--- config.mk ---
export PLATFORM = sky130hd
export DESIGN_NAME = infix_to_postfix_converter_flat
export DESIGN_NICKNAME = d
export VERILOG_FILES = /design/src/hw/rtl/i2p_pkg.sv /design/src/hw/rtl/i2p_if.sv /design/src/hw/rtl/infix_to_postfix_converter.sv /design/src/hw/rtl/i2p_ctrl.sv /design/src/hw/rtl/i2p_dpath.sv /design/src/flat_wrapper.sv
export SDC_FILE = /design/constraint.sdc
export NUM_CORES = 1
export LEC_CHECK = 0
export BUFFER_PORTS_ARGS = -buffer_cell sky130_fd_sc_hd__buf_2
export CORE_ASPECT_RATIO = 1.4
export CORE_MARGIN = 3
export CORE_UTILIZATION = 40
export CTS_CLUSTER_DIAMETER = 80
export DETAILED_ROUTE_END_ITERATION = 12
export GPL_TIMING_DRIVEN = 0
export SLEW_MARGIN = 10
export SYNTH_ARGS = -nofsm -noshare
export SYNTH_HDL_FRONTEND = slang
export SYNTH_HIERARCHICAL = 1
export SYNTH_SLANG_ARGS = --single-unit
export TNS_END_PERCENT = 50
--- constraint.sdc ---
create_clock -name clk -period 12.4 [get_ports clk]
set_input_delay 1.24 -clock clk [delete_from_list [all_inputs] [get_ports clk]]
set_output_delay 1.24 -clock clk [all_outputs]
set_load 0.1 [all_outputs]
--- src/hw/rtl/i2p_pkg.sv ---
// ----------------------------------------------------------------------------
// i2p_pkg: shared types, constants and helpers of the infix to postfix block
// Character constants, operator codes, priorities and controller commands.
// ----------------------------------------------------------------------------
package i2p_pkg;

  localparam int unsigned STACK_DEPTH_DEF = 32;
  localparam int unsigned CODE_W          = 3;

  localparam logic [7:0] CH_OPEN  = 8'h28;  // '('
  localparam logic [7:0] CH_CLOSE = 8'h29;  // ')'
  localparam logic [7:0] CH_PLUS  = 8'h2B;  // '+'
  localparam logic [7:0] CH_MINUS = 8'h2D;  // '-'
  localparam logic [7:0] CH_MUL   = 8'h2A;  // '*'
  localparam logic [7:0] CH_DIV   = 8'h2F;  // '/'
  localparam logic [7:0] CH_POW   = 8'h5E;  // '^'
  localparam logic [7:0] CH_ZERO  = 8'h30;  // '0'
  localparam logic [7:0] CH_NINE  = 8'h39;  // '9'
  localparam logic [7:0] CH_SPACE = 8'h20;  // ' '

  localparam logic [CODE_W-1:0] CODE_OPEN  = 3'd0;
  localparam logic [CODE_W-1:0] CODE_PLUS  = 3'd1;
  localparam logic [CODE_W-1:0] CODE_MINUS = 3'd2;
  localparam logic [CODE_W-1:0] CODE_MUL   = 3'd3;
  localparam logic [CODE_W-1:0] CODE_DIV   = 3'd4;
  localparam logic [CODE_W-1:0] CODE_POW   = 3'd5;

  localparam logic [1:0] STATUS_OK        = 2'd0;
  localparam logic [1:0] STATUS_UNDERFLOW = 2'd1;
  localparam logic [1:0] STATUS_OVERFLOW  = 2'd2;

  typedef enum logic [2:0] {
    CLS_DIGIT,
    CLS_OPEN,
    CLS_CLOSE,
    CLS_OP,
    CLS_OTHER
  } cls_t;

  typedef enum logic [1:0] {
    SEL_CH,
    SEL_SPACE,
    SEL_TOP,
    SEL_END
  } emit_sel_t;

  typedef enum logic [2:0] {
    ST_IDLE,
    ST_START,
    ST_CHAR,
    ST_CLOSE,
    ST_OPPOP,
    ST_LCLOSE,
    ST_END
  } state_t;

  typedef struct packed {
    logic      load;
    logic      start;
    logic      push;
    logic      push_open;
    logic      pop;
    logic      set_uf;
    logic      emit;
    emit_sel_t sel;
  } cmd_t;

  typedef struct packed {
    cls_t cls;
    logic first;
    logic last;
    logic empty;
    logic top_open;
    logic prio_le;
    logic slot_free;
  } sts_t;

  function automatic cls_t char_class(input logic [7:0] c);
    cls_t r;
    if (c >= CH_ZERO && c <= CH_NINE) begin
      r = CLS_DIGIT;
    end else if (c == CH_OPEN) begin
      r = CLS_OPEN;
    end else if (c == CH_CLOSE) begin
      r = CLS_CLOSE;
    end else if (c == CH_PLUS || c == CH_MINUS || c == CH_MUL || c == CH_DIV ||
                 c == CH_POW) begin
      r = CLS_OP;
    end else begin
      r = CLS_OTHER;
    end
    return r;
  endfunction

  function automatic logic [CODE_W-1:0] op_code(input logic [7:0] c);
    logic [CODE_W-1:0] r;
    priority case (c)
      CH_PLUS:  r = CODE_PLUS;
      CH_MINUS: r = CODE_MINUS;
      CH_MUL:   r = CODE_MUL;
      CH_DIV:   r = CODE_DIV;
      CH_POW:   r = CODE_POW;
      default:  r = CODE_OPEN;
    endcase
    return r;
  endfunction

  function automatic logic [7:0] code_char(input logic [CODE_W-1:0] code);
    logic [7:0] r;
    priority case (code)
      CODE_OPEN:  r = CH_OPEN;
      CODE_PLUS:  r = CH_PLUS;
      CODE_MINUS: r = CH_MINUS;
      CODE_MUL:   r = CH_MUL;
      CODE_DIV:   r = CH_DIV;
      CODE_POW:   r = CH_POW;
      default:    r = 8'h00;
    endcase
    return r;
  endfunction

  function automatic logic [1:0] code_prio(input logic [CODE_W-1:0] code);
    logic [1:0] r;
    priority case (code)
      CODE_PLUS, CODE_MINUS: r = 2'd1;
      CODE_MUL, CODE_DIV:    r = 2'd2;
      CODE_POW:              r = 2'd3;
      default:               r = 2'd0;
    endcase
    return r;
  endfunction

endpackage

--- src/hw/rtl/i2p_if.sv ---
// ----------------------------------------------------------------------------
// i2p_if: channel interfaces of the infix to postfix block
// Valid/ready channels for input characters and for postfix results.
// ----------------------------------------------------------------------------
interface i2p_in_if;
  logic       valid;
  logic       ready;
  logic [7:0] ch;
  logic       first;
  logic       last;

  modport source (output valid, output ch, output first, output last, input ready);
  modport sink   (input valid, input ch, input first, input last, output ready);
endinterface

interface i2p_out_if;
  logic       valid;
  logic       ready;
  logic [7:0] out_char;
  logic       is_end;
  logic [1:0] status;

  modport source (output valid, output out_char, output is_end, output status,
                  input ready);
  modport sink   (input valid, input out_char, input is_end, input status,
                  output ready);
endinterface

--- src/hw/rtl/infix_to_postfix_converter.sv ---
// ----------------------------------------------------------------------------
// infix_to_postfix_converter: shunting-yard infix to postfix conversion
// One ASCII character is accepted per input beat, with first and last marks
// framing an expression. Digits leave at once, operators are reordered on an
// operator stack, and the last character closes the expression with an end
// beat that carries the error status (0 ok, 1 underflow, 2 overflow).
//
// The input is taken only while the sequencer is idle. A digit or ignored
// character passes through accept, the start-mark step (spent even without
// the mark) and handling. Each popped operator adds a step, an operator
// one more for its push, a close paren one for removing its open paren, and
// the last mark adds its implicit-close pops, a step to remove the open
// paren and one for the end beat. The top entry and the one below it sit in
// registers, so a pop never waits on the stack memory.
// Results pass through one output register: a new input can be accepted
// while a result waits, and the sequencer holds when the register is full
// and the receiver is not ready. Reset empties the stack, clears the error
// and drops any pending result; stack contents need no clearing.
// ----------------------------------------------------------------------------
module infix_to_postfix_converter #(
  parameter int unsigned STACK_DEPTH = i2p_pkg::STACK_DEPTH_DEF
) (
  input  logic  clk,
  input  logic  rst_n,
  i2p_in_if.sink    in_chan,
  i2p_out_if.source out_chan
);

  i2p_pkg::cmd_t cmd;
  i2p_pkg::sts_t sts;

  i2p_ctrl u_ctrl (
    .clk      (clk),
    .rst_n    (rst_n),
    .in_valid (in_chan.valid),
    .in_ready (in_chan.ready),
    .sts      (sts),
    .cmd      (cmd)
  );

  i2p_dpath #(
    .STACK_DEPTH (STACK_DEPTH)
  ) u_dpath (
    .clk        (clk),
    .rst_n      (rst_n),
    .in_ch      (in_chan.ch),
    .in_first   (in_chan.first),
    .in_last    (in_chan.last),
    .cmd        (cmd),
    .sts        (sts),
    .out_valid  (out_chan.valid),
    .out_ready  (out_chan.ready),
    .out_char   (out_chan.out_char),
    .out_is_end (out_chan.is_end),
    .out_status (out_chan.status)
  );

endmodule

--- src/hw/rtl/i2p_ctrl.sv ---
// ----------------------------------------------------------------------------
// i2p_ctrl: sequencer of the infix to postfix block
// Steps through start, character handling and the pop loops, one stack
// operation and at most one output beat per cycle.
// ----------------------------------------------------------------------------
module i2p_ctrl (
  input  logic          clk,
  input  logic          rst_n,
  input  logic          in_valid,
  output logic          in_ready,
  input  i2p_pkg::sts_t sts,
  output i2p_pkg::cmd_t cmd
);

  i2p_pkg::state_t state_r;
  i2p_pkg::state_t state_nxt;
  i2p_pkg::state_t after_st;
  i2p_pkg::state_t close_done_st;

  always_ff @(posedge clk) begin
    if (!rst_n) begin
      state_r <= i2p_pkg::ST_IDLE;
    end else begin
      state_r <= state_nxt;
    end
  end

  always_comb begin
    after_st      = sts.last ? i2p_pkg::ST_LCLOSE : i2p_pkg::ST_IDLE;
    close_done_st = (state_r == i2p_pkg::ST_CLOSE) ? after_st : i2p_pkg::ST_END;
    state_nxt     = state_r;
    in_ready      = 1'b0;
    cmd           = '0;
    cmd.sel       = i2p_pkg::SEL_CH;

    unique case (state_r)
      i2p_pkg::ST_IDLE: begin
        in_ready = 1'b1;
        if (in_valid) begin
          cmd.load  = 1'b1;
          state_nxt = i2p_pkg::ST_START;
        end
      end
      i2p_pkg::ST_START: begin
        // A start mark clears the stack and opens with an implicit paren.
        if (sts.first) begin
          cmd.start = 1'b1;
        end
        state_nxt = i2p_pkg::ST_CHAR;
      end
      i2p_pkg::ST_CHAR: begin
        unique case (sts.cls)
          i2p_pkg::CLS_DIGIT: begin
            if (sts.slot_free) begin
              cmd.emit  = 1'b1;
              cmd.sel   = i2p_pkg::SEL_CH;
              state_nxt = after_st;
            end
          end
          i2p_pkg::CLS_OPEN: begin
            cmd.push      = 1'b1;
            cmd.push_open = 1'b1;
            state_nxt     = after_st;
          end
          i2p_pkg::CLS_CLOSE: begin
            state_nxt = i2p_pkg::ST_CLOSE;
          end
          i2p_pkg::CLS_OP: begin
            if (sts.slot_free) begin
              cmd.emit  = 1'b1;
              cmd.sel   = i2p_pkg::SEL_SPACE;
              state_nxt = i2p_pkg::ST_OPPOP;
            end
          end
          i2p_pkg::CLS_OTHER: begin
            state_nxt = after_st;
          end
        endcase
      end
      i2p_pkg::ST_CLOSE, i2p_pkg::ST_LCLOSE: begin
        priority if (sts.empty) begin
          cmd.set_uf = 1'b1;
          state_nxt  = close_done_st;
        end else if (sts.top_open) begin
          cmd.pop   = 1'b1;
          state_nxt = close_done_st;
        end else begin
          cmd.emit = sts.slot_free;
          cmd.sel  = i2p_pkg::SEL_TOP;
          cmd.pop  = sts.slot_free;
        end
      end
      i2p_pkg::ST_OPPOP: begin
        priority if (sts.empty) begin
          cmd.set_uf = 1'b1;
          cmd.push   = 1'b1;
          state_nxt  = after_st;
        end else if (!sts.prio_le) begin
          cmd.push  = 1'b1;
          state_nxt = after_st;
        end else begin
          cmd.emit = sts.slot_free;
          cmd.sel  = i2p_pkg::SEL_TOP;
          cmd.pop  = sts.slot_free;
        end
      end
      i2p_pkg::ST_END: begin
        if (sts.slot_free) begin
          cmd.emit  = 1'b1;
          cmd.sel   = i2p_pkg::SEL_END;
          state_nxt = i2p_pkg::ST_IDLE;
        end
      end
      default: begin
        state_nxt = i2p_pkg::ST_IDLE;
      end
    endcase
  end

endmodule

--- src/hw/rtl/i2p_dpath.sv ---
// ----------------------------------------------------------------------------
// i2p_dpath: datapath of the infix to postfix block
// Holds the current character, the operator stack with its count, the sticky
// error and the output register.
// ----------------------------------------------------------------------------
module i2p_dpath #(
  parameter int unsigned STACK_DEPTH = i2p_pkg::STACK_DEPTH_DEF
) (
  input  logic          clk,
  input  logic          rst_n,
  input  logic [7:0]    in_ch,
  input  logic          in_first,
  input  logic          in_last,
  input  i2p_pkg::cmd_t cmd,
  output i2p_pkg::sts_t sts,
  output logic          out_valid,
  input  logic          out_ready,
  output logic [7:0]    out_char,
  output logic          out_is_end,
  output logic [1:0]    out_status
);

  localparam int unsigned CW = $clog2(STACK_DEPTH + 1);
  localparam int unsigned AW = $clog2(STACK_DEPTH);

  logic [i2p_pkg::CODE_W-1:0] mem [STACK_DEPTH];

  logic [7:0]                 ch_r;
  logic                       first_r;
  logic                       last_r;
  logic [CW-1:0]              count_r, count_nxt;
  logic [i2p_pkg::CODE_W-1:0] top_r, top_nxt;
  logic [i2p_pkg::CODE_W-1:0] second_r;
  logic [1:0]                 err_r, err_nxt;
  logic                       out_valid_r;
  logic [7:0]                 out_char_r;
  logic                       out_is_end_r;
  logic [1:0]                 out_status_r;

  logic                       full;
  logic                       push_ok;
  logic [i2p_pkg::CODE_W-1:0] push_code;
  logic                       mem_we;
  logic [AW-1:0]              wr_addr;
  logic [i2p_pkg::CODE_W-1:0] wr_data;
  logic                       rd_en;
  logic [CW-1:0]              rd_cnt;
  logic                       slot_free;

  assign full      = (count_r == CW'(STACK_DEPTH));
  assign push_code = cmd.push_open ? i2p_pkg::CODE_OPEN : i2p_pkg::op_code(ch_r);
  assign push_ok   = cmd.push && !full;
  assign slot_free = !out_valid_r || out_ready;

  always_comb begin
    count_nxt = count_r;
    top_nxt   = top_r;
    err_nxt   = err_r;
    mem_we    = 1'b0;
    wr_addr   = count_r[AW-1:0];
    wr_data   = push_code;
    if (cmd.start) begin
      count_nxt = CW'(1);
      top_nxt   = i2p_pkg::CODE_OPEN;
      err_nxt   = i2p_pkg::STATUS_OK;
      mem_we    = 1'b1;
      wr_addr   = '0;
      wr_data   = i2p_pkg::CODE_OPEN;
    end else if (push_ok) begin
      count_nxt = count_r + CW'(1);
      top_nxt   = push_code;
      mem_we    = 1'b1;
    end else if (cmd.pop) begin
      count_nxt = count_r - CW'(1);
      top_nxt   = second_r;
    end
    // The first error of an expression is kept.
    if (!cmd.start && err_r == i2p_pkg::STATUS_OK) begin
      if (cmd.set_uf) begin
        err_nxt = i2p_pkg::STATUS_UNDERFLOW;
      end else if (cmd.push && full) begin
        err_nxt = i2p_pkg::STATUS_OVERFLOW;
      end
    end
  end

  // The entry below the new top is fetched while at least two entries remain, so
  // that a pop can take its successor from second_r without waiting on the memory.
  assign rd_en  = (count_nxt >= CW'(2));
  assign rd_cnt = count_nxt - CW'(2);

  always_ff @(posedge clk) begin
    if (mem_we) begin
      mem[wr_addr] <= wr_data;
    end
    if (rd_en) begin
      second_r <= mem[rd_cnt[AW-1:0]];
    end
  end

  always_ff @(posedge clk) begin
    if (!rst_n) begin
      count_r     <= '0;
      err_r       <= i2p_pkg::STATUS_OK;
      out_valid_r <= 1'b0;
    end else begin
      count_r <= count_nxt;
      err_r   <= err_nxt;
      if (cmd.emit) begin
        out_valid_r <= 1'b1;
      end else if (out_ready) begin
        out_valid_r <= 1'b0;
      end
    end
  end

  always_ff @(posedge clk) begin
    top_r <= top_nxt;
    if (cmd.load) begin
      ch_r    <= in_ch;
      first_r <= in_first;
      last_r  <= in_last;
    end
    if (cmd.emit) begin
      out_is_end_r <= 1'b0;
      out_status_r <= i2p_pkg::STATUS_OK;
      unique case (cmd.sel)
        i2p_pkg::SEL_CH:    out_char_r <= ch_r;
        i2p_pkg::SEL_SPACE: out_char_r <= i2p_pkg::CH_SPACE;
        i2p_pkg::SEL_TOP:   out_char_r <= i2p_pkg::code_char(top_r);
        i2p_pkg::SEL_END: begin
          out_char_r   <= 8'h00;
          out_is_end_r <= 1'b1;
          out_status_r <= err_r;
        end
      endcase
    end
  end

  always_comb begin
    sts.cls       = i2p_pkg::char_class(ch_r);
    sts.first     = first_r;
    sts.last      = last_r;
    sts.empty     = (count_r == '0);
    sts.top_open  = (top_r == i2p_pkg::CODE_OPEN);
    sts.prio_le   = (i2p_pkg::code_prio(i2p_pkg::op_code(ch_r)) <=
                     i2p_pkg::code_prio(top_r));
    sts.slot_free = slot_free;
  end

  assign out_valid  = out_valid_r;
  assign out_char   = out_char_r;
  assign out_is_end = out_is_end_r;
  assign out_status = out_status_r;

endmodule
--- src/flat_wrapper.sv ---
// flat-port wrapper written by rule: the top's interface ports become plain ports
module infix_to_postfix_converter_flat 
#(
  parameter int unsigned STACK_DEPTH = i2p_pkg::STACK_DEPTH_DEF
)
  (clk, rst_n, in_chan_valid, in_chan_ch, in_chan_first, in_chan_last, in_chan_ready, out_chan_valid, out_chan_out_char, out_chan_is_end, out_chan_status, out_chan_ready);
  i2p_in_if in_chan_i ();
  i2p_out_if out_chan_i ();
  input  logic clk;
  input  logic rst_n;
  input wire logic [$bits(in_chan_i.valid)-1:0] in_chan_valid;
  input wire logic [$bits(in_chan_i.ch)-1:0] in_chan_ch;
  input wire logic [$bits(in_chan_i.first)-1:0] in_chan_first;
  input wire logic [$bits(in_chan_i.last)-1:0] in_chan_last;
  output wire logic [$bits(in_chan_i.ready)-1:0] in_chan_ready;
  output wire logic [$bits(out_chan_i.valid)-1:0] out_chan_valid;
  output wire logic [$bits(out_chan_i.out_char)-1:0] out_chan_out_char;
  output wire logic [$bits(out_chan_i.is_end)-1:0] out_chan_is_end;
  output wire logic [$bits(out_chan_i.status)-1:0] out_chan_status;
  input wire logic [$bits(out_chan_i.ready)-1:0] out_chan_ready;
  assign in_chan_i.valid = in_chan_valid;
  assign in_chan_i.ch = in_chan_ch;
  assign in_chan_i.first = in_chan_first;
  assign in_chan_i.last = in_chan_last;
  assign in_chan_ready = in_chan_i.ready;
  assign out_chan_valid = out_chan_i.valid;
  assign out_chan_out_char = out_chan_i.out_char;
  assign out_chan_is_end = out_chan_i.is_end;
  assign out_chan_status = out_chan_i.status;
  assign out_chan_i.ready = out_chan_ready;
  infix_to_postfix_converter #(.STACK_DEPTH(STACK_DEPTH)) u_core (.clk(clk), .rst_n(rst_n), .in_chan(in_chan_i), .out_chan(out_chan_i));
endmodule
==> summary.md <==
| Metric | Value |
|---|---|
| Hold Fails Final Rpt | 0 |
| CTS buffer count | 17 |
| Initial drt markers | 350 |
| Post-CTS sizing | 0 |
| Mapped Avg Cell Area | 12.9 sq um |
| Top cells by area, synth | edfxtp_1 (54%), mux2i_1 (8.4%), dfxtp_1 (4.5%) |
| Gr usage total | 17.0% |
| Reg-to-reg startpoint | u_core/u_dpath/ch_r[2] |
| Post-route ant nets | 0 |
| Worst path cell trace | clkbuf_1, nor2b_1, nand4b_1, nand2_1, a31oi_1, nor3_1, a21o_1, buf_2, inv_1, a211oi_1, a22o_1, buf_6, inv_6, buf_12, ha_1, xor2_2, buf_2, mux2i_1, o211ai_1, mux2_2 |
| Post-synth cell types | 72 |
| Fmax | 0.171 GHz |
| Antenna violations before repair | 0 |
| First-pass GRT wire length | 22900 microns |
| Grt peak-use layer | met2 |
| R2r endpoint | u_core/u_dpath/second_r[1] |
| Period utilization | 47.1% |
| Clk root buf | clkbuf_16 |
| Fillers | 1441 |
| Routed vias | 4257 |
| Diodes inserted | 0 |
| RSZ-0062 raised after global routing | no |
| DRT Pass-1 Iters | 4 |
| Clock Pin Slew Worst Setup and Hold Paths | 60 ps |
| Initial core utilization | 41.0% |
| CTS sink count | 135 |
| Worst Setup Path Type | reg2reg |
| Post-synth EDFFs | 120 |
| Critical Path End Type | flip-flop |
| Slew Viols, Final | 0 |
| Post-DR vias/cell | 5.46 |
| Flop2flop setup slack | 6560 ps |
| Tmin final | 5840 ps |
| H-tree depth | 4 |
| Pleak | 2.82 nW |
| Grt met3 use | 3.92% |
| CP max FO | 10 |
| CP most frequent cell | buf_2 |
| Seq cells post-synth | 135 |
| Status | finished, final reports clean |
| Crit start category | flip-flop |
| GRT overflow | 0 |
| Async SR Flop Fraction | 0% |
| Share of layout cells above drive strength 1 | 18.6% |
| Peak supply drop | 0.146 mV |
| Crit-path max cell delay | 760 ps |
| Max_slew headroom | 27.3% |
| Fin nets | 588 |
| Top FF cell, synth | edfxtp_1 |
| Clk buf depth | 2 |
| DRT Wirelength | 14700 microns |
| Gpl congestion | 0.842 |
| Max-cap violations | 0 |
| Worst skew pair latency | 410 ps |
| Setup TNS | 0 ps |
| Hold Buf Count CTS | 0 |
| Crit. Startpoint | u_core/u_dpath/ch_r[2] |
| Row cnt | 55 |
| Die W | 115 microns |
| Vert. Die Dim | 159 microns |
| Synth warnings | 6 |
| Seq/Total Area, Yosys | 58.6% |
| WL/cell | 18.8 microns |
| Critical Path RT | 12560 ps |
| Largest area contributor in the netlist | edfxtp_1 |
| Met2 Track Usage GR | 30.4% |
| CP max-delay cell | nor3_1 |
| Worst EP arrival | 6000 ps |
| Syn_nets | 537 |
| Vias in the first global route | 4299 |
| Area delta synth->final | 15.6% |
| Largest net degree at the start of global routing | 18 |
| Cell count after synthesis | 517 |
| Worst min-delay path class | reg2reg |
| I/O Buffers | 26 |
| Final Skew | 4.50 ps |
| # DRC | 0 |
| Final std cells w/o fill | 779 |
| CP Capture Point | u_core/u_dpath/second_r[1] |
| DP HPWL | 10600 microns |
| CTS tree | done |
| Transition time of the tightest slew-check pin | 1090 ps |
| Mapped cell area | 6660 sq um |
| I/O pin cnt | 27 |
| Endpoints failing setup | 0 |
| Met1 Usage GRT | 18.6% |
| Worst reg2reg path depth | 20 |
| Placed cells | 748 |
| # Post-CTS Setup Buffers | 0 |
| Core area | 16200 sq um |
| Pwr Density | 284 nW/um^2 |
| Die area | 18300 sq um |
| Synth top area share | 54.1% |
-- where the power goes --
part	switching [W]	total (W)	leakage [nW]	internal, W
clock network	0.000181	0.000495	0.275	0.000314
logic	0.000653	0.00110	1.35	0.000448
registers	0.0000245	0.000590	1.20	0.000566
-- synthesized netlist by cell type (2+ instances only) --
cell type / number
nor2b_1: 17
a211oi_1: 6
nor4_1: 4
buf_4: 3
or4b_4: 2
o21ai_0: 11
buf_2: 9
inv_1: 12
nor2_1: 52
ha_1: 6
clkbuf_1: 16
xor2_1: 2
a22oi_1: 3
o21a_1: 3
dfxtp_1: 15
nand3b_1: 2
and3_1: 4
and2_1: 3
nand4b_1: 3
nor3_1: 16
o31ai_1: 4
mux2_2: 6
mux4_2: 4
a22o_1: 2
and2b_1: 2
a311oi_1: 2
a21oi_1: 26
o211ai_1: 3
nand3_1: 10
nor3b_1: 5
buf_6: 4
xnor2_1: 2
nand2b_1: 8
nor4bb_1: 2
mux4_1: 4
a21o_1: 2
nand4_1: 3
nand2_1: 29
edfxtp_1: 120
mux2i_1: 56
o22ai_1: 3
-- routing by layer --
layer  part of all wire (%)  vias up
met2                     53       94
met4                    3.1        0
li1                       -     2057
met3                    3.5       27
met1                     41     2079
met5                      0        -
-- worst min path at each step --
stage | cells after the start | endpoint | from | slack [ps]
6_report | 2 | u_core/u_dpath/err_r[1] | u_core/u_dpath/err_r[1] | 470
5_1_grt | 2 | u_core/u_dpath/err_r[1] | u_core/u_dpath/err_r[1] | 510
4_1_cts | 2 | u_core/u_dpath/err_r[1] | u_core/u_dpath/err_r[1] | 480
3_5_place_dp | 2 | u_core/u_dpath/err_r[1] | u_core/u_dpath/err_r[1] | 470
3_3_place_gp | 2 | u_core/u_dpath/err_r[1] | u_core/u_dpath/err_r[1] | 460
2_1_floorplan | 2 | u_core/u_dpath/err_r[1] | u_core/u_dpath/err_r[1] | 440
-- state kept, by name, indices dropped and copies added, names as in the netlist --
signal and cells:
u_core/u_ctrl/state_r 3, u_core/u_dpath/ch_r 8, u_core/u_dpath/count_r 6, u_core/u_dpath/err_r 2, u_core/u_dpath/first_r 1, u_core/u_dpath/last_r 1
u_core/u_dpath/mem 96, u_core/u_dpath/out_char 8, u_core/u_dpath/out_is_end 1, u_core/u_dpath/out_status 2, u_core/u_dpath/out_valid 1, u_core/u_dpath/second_r 3
u_core/u_dpath/top_r 3
-- cell families (layout without fill, tap and decap cells) --
family,Yosys count,after routing,synth area share (%)
mux,72,72,12.9
xor+xnor,6,6,1.18
flops,135,135,58.6
fa+ha+maj,6,6,1.13
buf+inv,47,110,3.83
simple gates,172,172,14.0
compound gates,79,79,8.34
-- metrics by stage --
| step | worst slack, ps | area [sq um] | power, W | hold WS (ps) | utilization (%) |
|---|---|---|---|---|---|
| global placement | 6780 | 7040 | 0.00168 | 461 | 43.3 |
| CTS | 6600 | 7700 | 0.00221 | 481 | 47.4 |
| global route | 6210 | 7700 | 0.00231 | 506 | 47.4 |
| detailed placement | 6650 | 7110 | 0.00170 | 474 | 43.8 |
| floorplan | 7880 | 6660 | 0.00145 | 439 | - |
| finish | 6560 | 7700 | 0.00219 | 475 | 47.4 |
-- area by class of cell --
class | count | area, sq um | share of cell area (%)
Timing Repair Buffer | 32 | 190 | 2.47
Multi-Input combinational cell | 335 | 2510 | 32.7
Clock inverter | 12 | 153 | 1.98
Buffer | 34 | 201 | 2.62
Tap cell | 199 | 249 | 3.23
Clock buffer | 19 | 433 | 5.62
Sequential cell | 135 | 3900 | 50.7
Inverter | 13 | 53.8 | 0.699
-- critical path: cells and delay by family (launching register included) --
kind,cells,cell delay (ps)
buffers and inverters,7,1380
and+or+nand+nor,4,1570
xor gates and xnor gates,1,400
adders and majority gates,1,220
DFF,1,340
muxes,2,550
AOI/OAI and AO/OA,5,1110
-- layout by cell type (no fill, tap or decap), types with 3 or more instances in the layout --
cell / count
mux2i_1: 56
nor3_2: 4
dfxtp_1: 15
a211oi_1: 6
nor3b_1: 5
and2_1: 3
buf_6: 8
and3_1: 4
clkbuf_16: 17
o21ai_0: 11
nor2_1: 52
mux4_2: 4
buf_2: 35
nand4b_1: 3
mux4_1: 4
nor4_1: 4
o22ai_1: 3
nand2b_1: 8
o21a_1: 3
nand2_1: 29
edfxtp_1: 120
a21oi_1: 26
buf_4: 5
inv_1: 12
clkinvlp_4: 4
nor3_1: 13
o211ai_1: 3
nand3_1: 10
nand4_1: 3
bufinv_16: 3
clkinv_2: 3
ha_1: 6
clkbuf_1: 18
o31ai_1: 4
mux2_2: 6
nor2b_1: 17
a22oi_1: 3
Power figures use the tool's default switching activity.
